<file path="src/design/alp_pkg.sv">
// shared types, constants and helpers of the linked-list node pool
package alp_pkg;

  // pool geometry
  localparam int NODES      = 32;
  localparam int DATA_WIDTH = 16;
  localparam int IDX_W      = $clog2(NODES);
  localparam int LINK_W     = IDX_W + 1;
  localparam int PTR_W      = 5;

  // nil link: the value NODES, its top bit marks an empty link
  localparam logic [LINK_W-1:0] NIL = LINK_W'(NODES);

  // request codes
  localparam logic [1:0] REQ_INSERT = 2'd0;
  localparam logic [1:0] REQ_DELETE = 2'd1;
  localparam logic [1:0] REQ_READ   = 2'd2;

  // status codes
  localparam logic [1:0] ST_OK      = 2'd0;
  localparam logic [1:0] ST_FULL    = 2'd1;
  localparam logic [1:0] ST_EMPTY   = 2'd2;
  localparam logic [1:0] ST_NO_SUCC = 2'd3;

  // input word
  typedef struct packed {
    logic [1:0]                   req_type;
    logic                         at_head;
    logic [PTR_W-1:0]             pred_index;
    logic signed [DATA_WIDTH-1:0] item;
  } alp_req_t;

  // result word
  typedef struct packed {
    logic [1:0]                   status;
    logic [PTR_W-1:0]             node_index;
    logic signed [DATA_WIDTH-1:0] node_data;
    logic [PTR_W-1:0]             node_next;
    logic                         next_is_nil;
    logic [PTR_W-1:0]             head_index;
    logic                         list_empty;
    logic                         pool_full;
  } alp_res_t;

  // link value of an entry that was never written
  function automatic logic [LINK_W-1:0] reset_link(input logic [IDX_W-1:0] a);
    logic [LINK_W-1:0] r;
    if (LINK_W'(a) == LINK_W'(NODES - 1)) begin
      r = NIL;
    end else begin
      r = LINK_W'(a) + LINK_W'(1);
    end
    return r;
  endfunction

endpackage

</file>
<file path="src/design/alp_ram.sv">
// generic single-write, single-read ram with registered read data
module alp_ram #(
  parameter int WIDTH = 8,
  parameter int DEPTH = 32
) (
  input  logic                     clk,
  input  logic                     we,
  input  logic [$clog2(DEPTH)-1:0] waddr,
  input  logic [WIDTH-1:0]         wdata,
  input  logic [$clog2(DEPTH)-1:0] raddr,
  output logic [WIDTH-1:0]         rdata
);

  logic [WIDTH-1:0] mem [DEPTH];

  // write port and registered read port
  always_ff @(posedge clk) begin
    if (we) begin
      mem[waddr] <= wdata;
    end
    rdata <= mem[raddr];
  end

endmodule

</file>
<file path="src/design/array_linked_list_pool.sv">
// linked-list node pool with free list, links and data in two rams
//
//  channel   signals                      direction  handshake
//  request   start, busy, request         in         taken when start && !busy
//  result    done, result                 out        one-cycle strobe on done
//
// insert at head, delete at head, read and a delete that finds no successor
// finish in S_R1 after the first link read; insert after a node and delete
// after a node go on through S_R2 and S_W2; rejected requests finish in S_IDLE.
// the order is set by the single read port of the link ram: each dependent
// link read takes a state of its own, and a second link write one more.
// reset sets the state and pool registers at once; per-entry valid bits stand
// in for the initial ram contents, so no clearing pass is needed.
// busy is low again in the cycle the result is shown; results cannot be stalled.
module array_linked_list_pool import alp_pkg::*; (
  input  logic     clk,
  input  logic     rst,
  input  logic     start,
  output logic     busy,
  input  alp_req_t request,
  output logic     done,
  output alp_res_t result
);

  typedef enum logic [1:0] {
    S_IDLE,
    S_R1,
    S_R2,
    S_W2
  } state_t;

  state_t state, state_next;

  logic [LINK_W-1:0] list_head, list_head_next;
  logic [LINK_W-1:0] free_head, free_head_next;
  logic [IDX_W-1:0]  tmp, tmp_next;
  alp_req_t          rq;

  logic [NODES-1:0]  link_valid;
  logic [NODES-1:0]  data_valid;

  // ram ports
  logic [IDX_W-1:0]      lnk_raddr, lnk_raddr_q;
  logic                  lnk_we;
  logic [IDX_W-1:0]      lnk_waddr;
  logic [LINK_W-1:0]     lnk_wdata, lnk_q, lnk_rd;
  logic                  lnk_vld_q;
  logic                  dat_we;
  logic [IDX_W-1:0]      dat_waddr;
  logic [DATA_WIDTH-1:0] dat_wdata, dat_q, dat_rd;
  logic                  dat_vld_q;

  // finishing step
  logic                  fin;
  logic [1:0]            f_status;
  logic [IDX_W-1:0]      f_idx;
  logic                  f_read;

  logic                  pred_ok;
  logic [IDX_W-1:0]      pred_in;

  alp_ram #(.WIDTH(LINK_W), .DEPTH(NODES)) u_link (
    .clk   (clk),
    .we    (lnk_we),
    .waddr (lnk_waddr),
    .wdata (lnk_wdata),
    .raddr (lnk_raddr),
    .rdata (lnk_q)
  );

  alp_ram #(.WIDTH(DATA_WIDTH), .DEPTH(NODES)) u_data (
    .clk   (clk),
    .we    (dat_we),
    .waddr (dat_waddr),
    .wdata (dat_wdata),
    .raddr (lnk_raddr),
    .rdata (dat_q)
  );

  assign busy = (state != S_IDLE);

  // never-written entries read as their reset values
  assign lnk_rd = lnk_vld_q ? lnk_q : reset_link(lnk_raddr_q);
  assign dat_rd = dat_vld_q ? dat_q : {DATA_WIDTH{1'b1}};

  assign pred_ok = (32'(request.pred_index) < NODES);
  assign pred_in = IDX_W'(request.pred_index);

  // sequencer: reads, then write-back of links and data
  always_comb begin
    state_next     = state;
    list_head_next = list_head;
    free_head_next = free_head;
    tmp_next       = tmp;
    lnk_raddr      = lnk_raddr_q;
    lnk_we         = 1'b0;
    lnk_waddr      = tmp;
    lnk_wdata      = free_head;
    dat_we         = 1'b0;
    dat_waddr      = tmp;
    dat_wdata      = {DATA_WIDTH{1'b1}};
    fin            = 1'b0;
    f_status       = ST_OK;
    f_idx          = tmp;
    f_read         = 1'b0;
    case (state)
      S_IDLE: begin
        if (start) begin
          case (request.req_type)
            REQ_INSERT: begin
              if (free_head == NIL) begin
                fin      = 1'b1;
                f_status = ST_FULL;
              end else if (!request.at_head && !pred_ok) begin
                fin      = 1'b1;
                f_status = ST_NO_SUCC;
              end else begin
                lnk_raddr  = free_head[IDX_W-1:0];
                tmp_next   = free_head[IDX_W-1:0];
                state_next = S_R1;
              end
            end
            REQ_DELETE: begin
              if (list_head == NIL) begin
                fin      = 1'b1;
                f_status = ST_EMPTY;
              end else if (request.at_head) begin
                lnk_raddr  = list_head[IDX_W-1:0];
                tmp_next   = list_head[IDX_W-1:0];
                state_next = S_R1;
              end else if (!pred_ok) begin
                fin      = 1'b1;
                f_status = ST_NO_SUCC;
              end else begin
                lnk_raddr  = pred_in;
                state_next = S_R1;
              end
            end
            REQ_READ: begin
              if (request.at_head) begin
                if (list_head == NIL) begin
                  fin      = 1'b1;
                  f_status = ST_EMPTY;
                end else begin
                  lnk_raddr  = list_head[IDX_W-1:0];
                  state_next = S_R1;
                end
              end else if (!pred_ok) begin
                fin      = 1'b1;
                f_status = ST_NO_SUCC;
              end else begin
                lnk_raddr  = pred_in;
                state_next = S_R1;
              end
            end
            default: begin
              fin = 1'b1;
            end
          endcase
        end
      end
      S_R1: begin
        case (rq.req_type)
          REQ_INSERT: begin
            free_head_next = lnk_rd;
            if (rq.at_head) begin
              lnk_we         = 1'b1;
              lnk_wdata      = list_head;
              dat_we         = 1'b1;
              dat_wdata      = rq.item;
              list_head_next = LINK_W'(tmp);
              fin            = 1'b1;
              state_next     = S_IDLE;
            end else begin
              lnk_raddr  = IDX_W'(rq.pred_index);
              state_next = S_R2;
            end
          end
          REQ_DELETE: begin
            if (rq.at_head) begin
              lnk_we         = 1'b1;
              dat_we         = 1'b1;
              list_head_next = lnk_rd;
              free_head_next = LINK_W'(tmp);
              fin            = 1'b1;
              state_next     = S_IDLE;
            end else if (lnk_rd == NIL) begin
              f_status   = ST_NO_SUCC;
              fin        = 1'b1;
              state_next = S_IDLE;
            end else begin
              tmp_next   = lnk_rd[IDX_W-1:0];
              lnk_raddr  = lnk_rd[IDX_W-1:0];
              state_next = S_R2;
            end
          end
          default: begin
            f_read     = 1'b1;
            f_idx      = lnk_raddr_q;
            fin        = 1'b1;
            state_next = S_IDLE;
          end
        endcase
      end
      S_R2: begin
        if (rq.req_type == REQ_INSERT) begin
          // new node takes the predecessor's old link
          lnk_we    = 1'b1;
          lnk_wdata = lnk_rd;
          dat_we    = 1'b1;
          dat_wdata = rq.item;
        end else begin
          // predecessor skips the removed node
          lnk_we    = 1'b1;
          lnk_waddr = IDX_W'(rq.pred_index);
          lnk_wdata = lnk_rd;
          dat_we    = 1'b1;
        end
        state_next = S_W2;
      end
      S_W2: begin
        if (rq.req_type == REQ_INSERT) begin
          lnk_we    = 1'b1;
          lnk_waddr = IDX_W'(rq.pred_index);
          lnk_wdata = LINK_W'(tmp);
        end else begin
          lnk_we         = 1'b1;
          lnk_wdata      = free_head;
          free_head_next = LINK_W'(tmp);
        end
        fin        = 1'b1;
        state_next = S_IDLE;
      end
      default: begin
        state_next = S_IDLE;
      end
    endcase
  end

  // state, pool registers, valid bits and the result word
  always_ff @(posedge clk) begin
    if (rst) begin
      state      <= S_IDLE;
      list_head  <= NIL;
      free_head  <= '0;
      link_valid <= '0;
      data_valid <= '0;
      done       <= 1'b0;
    end else begin
      state     <= state_next;
      list_head <= list_head_next;
      free_head <= free_head_next;
      done      <= fin;
      if (lnk_we) begin
        link_valid[lnk_waddr] <= 1'b1;
      end
      if (dat_we) begin
        data_valid[dat_waddr] <= 1'b1;
      end
    end
    if (state == S_IDLE && start) begin
      rq <= request;
    end
    tmp         <= tmp_next;
    lnk_raddr_q <= lnk_raddr;
    lnk_vld_q   <= link_valid[lnk_raddr];
    dat_vld_q   <= data_valid[lnk_raddr];
    if (fin) begin
      result.status      <= f_status;
      result.node_index  <= (f_status == ST_OK && (state != S_IDLE)) ? PTR_W'(f_idx) : '0;
      result.node_data   <= f_read ? dat_rd : '0;
      result.node_next   <= (f_read && lnk_rd != NIL) ? PTR_W'(lnk_rd[IDX_W-1:0]) : '0;
      result.next_is_nil <= f_read && (lnk_rd == NIL);
      result.head_index  <= (list_head_next == NIL) ? '0
                                                    : PTR_W'(list_head_next[IDX_W-1:0]);
      result.list_empty  <= (list_head_next == NIL);
      result.pool_full   <= (free_head_next == NIL);
    end
  end

  // a result follows an accepted word or a working cycle
  assert property (@(posedge clk) disable iff (rst)
    done |-> ($past(start && !busy) || $past(state != S_IDLE)))
    else $error("result without request");

  // rams are written only during a request
  assert property (@(posedge clk) disable iff (rst)
    (lnk_we || dat_we) |-> (state != S_IDLE))
    else $error("ram write while idle");

  // second link write always follows the dependent read
  assert property (@(posedge clk) disable iff (rst)
    (state == S_W2) |-> ($past(state) == S_R2))
    else $error("second write out of order");

  // a delete after a node only starts its second read on a real successor
  assert property (@(posedge clk) disable iff (rst)
    (state == S_R2 && rq.req_type == REQ_DELETE) |-> $past(lnk_rd != NIL))
    else $error("delete walked a nil link");

endmodule

</file>
<file path="config.mk">
export PLATFORM = sky130hd
export DESIGN_NAME = array_linked_list_pool
export DESIGN_NICKNAME = d
export VERILOG_FILES = /design/src/design/alp_pkg.sv /design/src/design/alp_ram.sv /design/src/design/array_linked_list_pool.sv
export SDC_FILE = /design/constraint.sdc
export NUM_CORES = 1
export LEC_CHECK = 0
export ABC_AREA = 1
export BUFFER_PORTS_ARGS = -buffer_cell sky130_fd_sc_hd__buf_4
export CAP_MARGIN = 15
export CORE_ASPECT_RATIO = 0.9
export CORE_MARGIN = 2
export CORE_UTILIZATION = 54
export DETAILED_ROUTE_END_ITERATION = 6
export GPL_TIMING_DRIVEN = 0
export PLACE_DENSITY = 0.7
export REMOVE_ABC_BUFFERS = 1
export SYNTH_ARGS = -nofsm -noshare
export SYNTH_HDL_FRONTEND = slang
export SYNTH_HIERARCHICAL = 1
export SYNTH_SLANG_ARGS = --single-unit
</file>
<file path="constraint.sdc">
create_clock -name clk -period 4.29 [get_ports clk]
set_input_delay 0.858 -clock clk [delete_from_list [all_inputs] [get_ports clk]]
set_output_delay 0.858 -clock clk [all_outputs]
set_load 0.05 [all_outputs]
</file>
==> flow_summary.json, run 1 <==
{
  "grt_start_max_net_pins": 105,
  "cp.arrival_ns": 4.75,
  "dr.pass1.iters": 5,
  "synth_area_um2": 37300,
  "dieArea_um2": 71200,
  "drv_slew": 0,
  "rows": 91,
  "area_growth_pct": 16.2,
  "reg2reg_depth": 13,
  "cp_max_fo": 52,
  "vdd_drop_max_v": 0.000565,
  "power_density_nw_per_um2": 866,
  "yosys_register_bits": 877,
  "synth_ff_type": "edfxtp_1",
  "dp.cells": 4425,
  "leakagePower_uw": 0.0161,
  "synth-compound-area-share_pct": 3.82,
  "drt-initial-drc-count": 3294,
  "synth_top_cell_by_area": "edfxtp_1",
  "max_slew_margin_pct": 14.8,
  "synth_top_family_by_area": "simple AND/OR/NAND/NOR gates",
  "setup_viol_count_final": 0,
  "io_pins": 65,
  "core_area_um2": 68400,
  "period_share_pct": 97.3,
  "place.gp.congestion": 0.974,
  "synthSimpleGateAreaFrac_pct": 23.0,
  "grt_pass1_wl_um": 150000,
  "vias_per_cell": 5.84,
  "wl_per_cell_um": 22.7,
  "routed_wl_um": 105000,
  "clk_path_buf_depth": 3,
  "clkLatencyLatePin_ns": 0.65,
  "drive_gt1_share_pct": 11.6,
  "fin_util_pct": 63.4,
  "htreeDepth": 3,
  "grt_setup_unrepaired": "true",
  "overflow": 0,
  "hold-path-cell-count": 1,
  "yosysWarnings": 6,
  "critPathKind": "register to register",
  "die_y_um": 253,
  "yosysSeqAreaShare_pct": 67.7,
  "grtUsageTotal_pct": 28.3,
  "diodes": 0,
  "holdWs_ns": 0.386,
  "yosysMostFrequentCell": "nand2_1",
  "synth_xor_area_share_pct": 0,
  "vias": 27100,
  "synth.area.top_cells": "edfxtp_1 62%, nand2_1 12%, nand3_1 8.9%, dfxtp_1 5.8%, inv_1 1.8%",
  "synthAdderAreaFrac_pct": 0.335,
  "synth_common_cells": "1163 x nand2_1, 769 x edfxtp_1, 665 x nand3_1, 177 x inv_1, 163 x nor2_1",
  "drtAntennaViolNets": 0,
  "synth_edf_count": 769,
  "fin_worst_skew_ns": 0.0389,
  "synth_top_area_share_pct": 61.9,
  "required_ns": 4.86,
  "first_global_vias": 24500,
  "outcome": "completed",
  "synthMuxAreaShare_pct": 0,
  "hold_class": "primary input to register",
  "initial_core_util_pct": 54.5,
  "hold_violations": 0,
  "synth_area_per_cell_um2": 10.5,
  "instances_no_fill": 4634,
  "p_total_uw": 37600,
  "worst_slew_pin_slew_ns": 1.28,
  "synthCells": 3557,
  "maxCapViolCount": 0,
  "dpl.hpwl_um": 59100,
  "start_kind": "register",
  "drc": 0,
  "die_w_um": 281,
  "antenna_found_initial": 2,
  "clkTransAtPathRegs_ns": 0.07,
  "async_flop_share_pct": 0,
  "cts_made_buffers": 87,
  "cts.sinks": 877,
  "max_freq_mhz": 240,
  "finalCriticalPeriod_ns": 4.17,
  "portBuffers": 64,
  "nNetsFinal": 3669,
  "endpoint_kind": "register",
  "cts_tree": "built",
  "cts-root-buf": "clkbuf_16",
  "synth_cell_type_count": 51
}
-- area by class of cell --
class,instances,area [um2]
Multi-Input combinational cell,2296,10600
Timing Repair Buffer,169,2310
Inverter,192,866
Sequential cell,877,25300
Tap cell,930,1160
Fill cell,5232,25000
Clock buffer,118,2510
Clock inverter,43,577
Timing Repair inverter,9,76.3
-- routing by layer --
metal,GRT usage [%],routed length [um]
met5,0,0
met4,11.0,3510
met3,6.08,13400
met2,41.3,46600
met1,41.7,41800
-- worst max-delay path, cell delays in order (launching register included) --
cell and delay (ns):
dfxtp_1 0.35, inv_1 0.16, ha_2 0.58, nand2_1 0.24
inv_4 0.48, nand3_1 0.16, a221oi_1 0.59, nand2_8 0.50
clkinvlp_4 0.22, buf_4 0.28, nand2_1 0.12, nand2_1 0.09
nand2_1 0.12, nand2_2 0.17
-- report_power, final --
part,total [uW],switching (uW),internal (uW)
Clock,8100,3250,4860
Sequential,11300,364,11000
Combinational,18200,12900,5300
Total,37600,16500,21100
-- timing repair --
item,4_1_cts,5_1_grt
gates resized for setup,59,20
setup endpoints to repair,846,240
pin swaps,3,9
cloned,13,13
hold buffers,0,0
buffers inserted,6,16
-- cell families after synthesis --
| kind of cell | after synthesis |
|---|---|
| adder cells (fa/ha/maj) | 10 |
| AND/OR/NAND/NOR | 2034 |
| flip-flops | 877 |
| AO/OA/AOI/OAI | 250 |
| buffers and inverters | 386 |
-- stage by stage --
stage                     setup TNS [ns]  worst slack [ns]  area, um2
after floorplan                  -136.91             -6.23      36100
final                                  0             0.115      43400
after detailed placement         -426.67             -1.72      39300
after global routing             -0.0988           -0.0534      43400
after global placement          -2964.78            -14.63      37800
after CTS                              0            0.0370      43000
-- layout by cell type (no fill, tap or decap), types with 6 or more instances in the layout --
master | Yosys | layout
a211oi_1 | 6 | 6
a21oi_1 | 129 | 125
a22oi_1 | 7 | 7
buf_16 | 0 | 21
buf_4 | 35 | 86
buf_6 | 31 | 7
buf_8 | 3 | 40
bufbuf_16 | 0 | 6
bufinv_16 | 0 | 13
clkbuf_1 | 59 | 15
clkbuf_16 | 0 | 100
clkbuf_8 | 0 | 9
clkinv_1 | 3 | 11
clkinv_2 | 0 | 13
clkinvlp_4 | 0 | 9
dfxtp_1 | 108 | 106
edfxtp_1 | 769 | 769
ha_1 | 10 | 8
inv_1 | 177 | 171
inv_2 | 9 | 6
inv_6 | 1 | 7
nand2_1 | 1163 | 1160
nand3_1 | 665 | 661
nor2_1 | 163 | 127
nor2_2 | 5 | 16
nor2_4 | 0 | 25
nor3_1 | 19 | 19
o211ai_1 | 7 | 7
o21ai_0 | 57 | 40
o21ai_2 | 1 | 17
o22ai_1 | 12 | 12
-- worst paths after layout --
kind | startpoint | endpoint | slack (ns)
setup / recovery | state[0]$_SDFFE_PP0P_ | u_data/rdata[11]$_DFF_P_ | 0.12
hold / removal | request[18] | rq[18]$_DFFE_PP_ | 0.39
setup reg to reg | state[0]$_SDFFE_PP0P_ | u_data/rdata[11]$_DFF_P_ | 0.12
hold reg to reg | data_valid[29]$_SDFFE_PP0P_ | data_valid[29]$_SDFFE_PP0P_ | 0.46
-- sequential cells by signal (all words and copies together) (netlist names), 16 cells and up --
register / flops
u_data/mem: 512
u_link/mem: 192
result: 36
data_valid: 32
link_valid: 32
rq: 24
u_data/rdata: 16
Power figures use the tool's default switching activity.
==> inputs of run 2 (changes only) <==
Settings changed: BUFFER_PORTS_ARGS -buffer_cell sky130_fd_sc_hd__buf_4 to -buffer_cell sky130_fd_sc_hd__buf_2.
==> flow_summary.json, run 2 (synthesis gave the netlist of run 1 again) <==
{
  "outcome": "finished with violations",
  "violations": "design-rule violations, negative setup slack",
  "clkLatencyLatePin_ns": 0.66,
  "holdWs_ns": 0.377,
  "die_w_um": 281,
  "portBuffers": 64,
  "required_ns": 4.56,
  "finalCriticalPeriod_ns": 4.41,
  "cp_top_family": "simple AND/OR/NAND/NOR gates",
  "grt_pass1_wl_um": 153000,
  "fin_ws_ns": -0.120,
  "p_total_uw": 37000,
  "drive_gt1_share_pct": 11.0,
  "grt_setup_unrepaired": "true",
  "worst_slew_pin_slew_ns": 1.24,
  "htreeDepth": 3,
  "grtUsageTotal_pct": 28.9,
  "nNetsFinal": 3661,
  "overflow": 0,
  "drt-initial-drc-count": 3641,
  "cts.sinks": 877,
  "first_global_vias": 24800,
  "grt_start_max_net_pins": 81,
  "cts_made_buffers": 89,
  "wl_per_cell_um": 22.4,
  "fillers": 5235,
  "start_kind": "register",
  "die_y_um": 253,
  "cts_tree": "built",
  "vias": 27100,
  "antenna_found_initial": 1,
  "regMostFlops": "u_data/mem",
  "max_freq_mhz": 227,
  "vdd_drop_max_v": 0.000491,
  "endpoint_kind": "register",
  "largest_reg_flops": 512,
  "place.gp.congestion": 0.987,
  "dr.pass1.iters": 7,
  "max_slew_margin_pct": 15.5,
  "final_cell_mix": "1160 x nand2_1, 769 x edfxtp_1, 665 x nand3_1, 171 x inv_1, 126 x a21oi_1",
  "hold_buffers": 0,
  "hold_class": "primary input to register",
  "rows": 91,
  "maxCapViolCount": 0,
  "drtAntennaViolNets": 0,
  "routed_wl_um": 104000,
  "cpPeakStageDelay_ns": 0.69,
  "critPathKind": "register to register",
  "clkTransAtPathRegs_ns": 0.06,
  "cts-root-buf": "clkbuf_16",
  "hold_violations": 0,
  "initial_core_util_pct": 54.5,
  "core_area_um2": 68400,
  "vias_per_cell": 5.86,
  "clk_path_buf_depth": 3,
  "leakagePower_uw": 0.0160,
  "final_area_um2": 42900,
  "crit_top_cell": "inv_1",
  "area_growth_pct": 15.0,
  "reg.largest.list": "u_data/mem: 512 flops, u_link/mem: 192 flops, result: 36 flops",
  "cp.arrival_ns": 4.68,
  "power_density_nw_per_um2": 862,
  "fin_worst_skew_ns": 0.0297,
  "drv_slew": 0,
  "setup_viol_count_final": 142,
  "diodes": 0,
  "period_share_pct": 103,
  "drc": 1,
  "io_pins": 65,
  "dieArea_um2": 71200,
  "cp_max_fo": 22,
  "worst-path-buf-inv": 4,
  "critPathSlowestCell": "a21oi_1",
  "final_common_cell": "nand2_1",
  "dpl.hpwl_um": 59900,
  "placed_area_um2": 39200,
  "path_cells": "inv_1 -> ha_4 -> clkinvlp_4 -> nor2_2 -> inv_1 -> nor2_1 -> inv_1 -> a21oi_1 -> nand3_1 -> nor2_1"
}
[run 2: changes by cell type in the layout (fill, tap and decap cells not counted), moves of 6 or more]
cell,before,now
buf_2,0,64
buf_4,86,8
clkbuf_1,15,24
clkbuf_8,9,3
clkinv_1,11,19
nor2_2,16,37
nor2_4,25,8
[run 2: worst register-to-register path, cell delays in order, from the launching register on]
cell        delay [ns]
dfxtp_1           0.33
inv_1             0.13
ha_4              0.38
clkinvlp_4        0.37
nor2_2            0.27
inv_1             0.20
nor2_1            0.17
inv_1             0.15
a21oi_1           0.69
nand3_1           0.69
nor2_1            0.66
[run 2: through the flow]
stage / worst slack, ns / cells / utilization, % / TNS [ns]
3_3_place_gp: -14.29 / 4357 / 54.9 / -2719.99
6_report: -0.120 / 4630 / 62.7 / -5.11
5_1_grt: -0.237 / 4630 / 62.7 / -42.90
4_1_cts: 0.0125 / 4618 / 62.4 / 0
2_1_floorplan: -6.23 / 3363 / - / -136.91
3_5_place_dp: -1.98 / 4429 / 57.3 / -376.74
[run 2: metal layers]
| metal | global-route usage (%) | vias up | share of wire (%) |
|---|---|---|---|
| met5 | 0 | - | 0 |
| met1 | 42.4 | 12900 | 41 |
| met3 | 5.52 | 212 | 12 |
| met2 | 43.0 | 1582 | 44 |
| met4 | 10.5 | 0 | 3.4 |
| li1 | - | 12400 | - |
[run 2: where the power goes]
part,switching (uW),internal (uW)
Sequential,362,11000
Clock,3260,4450
Combinational,12700,5290
Total,16300,20700
[run 2: cell type report]
cell class,instances,area (um2),area share [%]
tap,930,1160,2.71
timing repair inverter,6,57.6,0.134
sequential,877,25300,58.8
clock buffer,119,2410,5.62
inverter,192,837,1.95
timing repair buffer,162,2220,5.18
clock inverter,48,472,1.10
multi-input combinational,2296,10500,24.5
[run 2: path summary, 6_finish.rpt]
| kind | start | to | slack, ns | depth (start not counted) |
|---|---|---|---|---|
| max reg2reg | state[1]$_SDFFE_PP0P_ | u_link/mem[0][3]$_DFFE_PP_ | -0.12 | 10 |
| min | request[6] | rq[6]$_DFFE_PP_ | 0.38 | 1 |
| min reg2reg | data_valid[22]$_SDFFE_PP0P_ | data_valid[22]$_SDFFE_PP0P_ | 0.46 | 2 |
| max | state[1]$_SDFFE_PP0P_ | u_link/mem[0][3]$_DFFE_PP_ | -0.12 | 10 |
[run 2: timing repair]
action	4_1_cts	5_1_grt
pin swaps	3	1
hold endpoints to repair	0	0
endpoints found under the setup margin	760	441
gates resized for setup	29	25
setup buffers	4	5
gates cloned	18	6
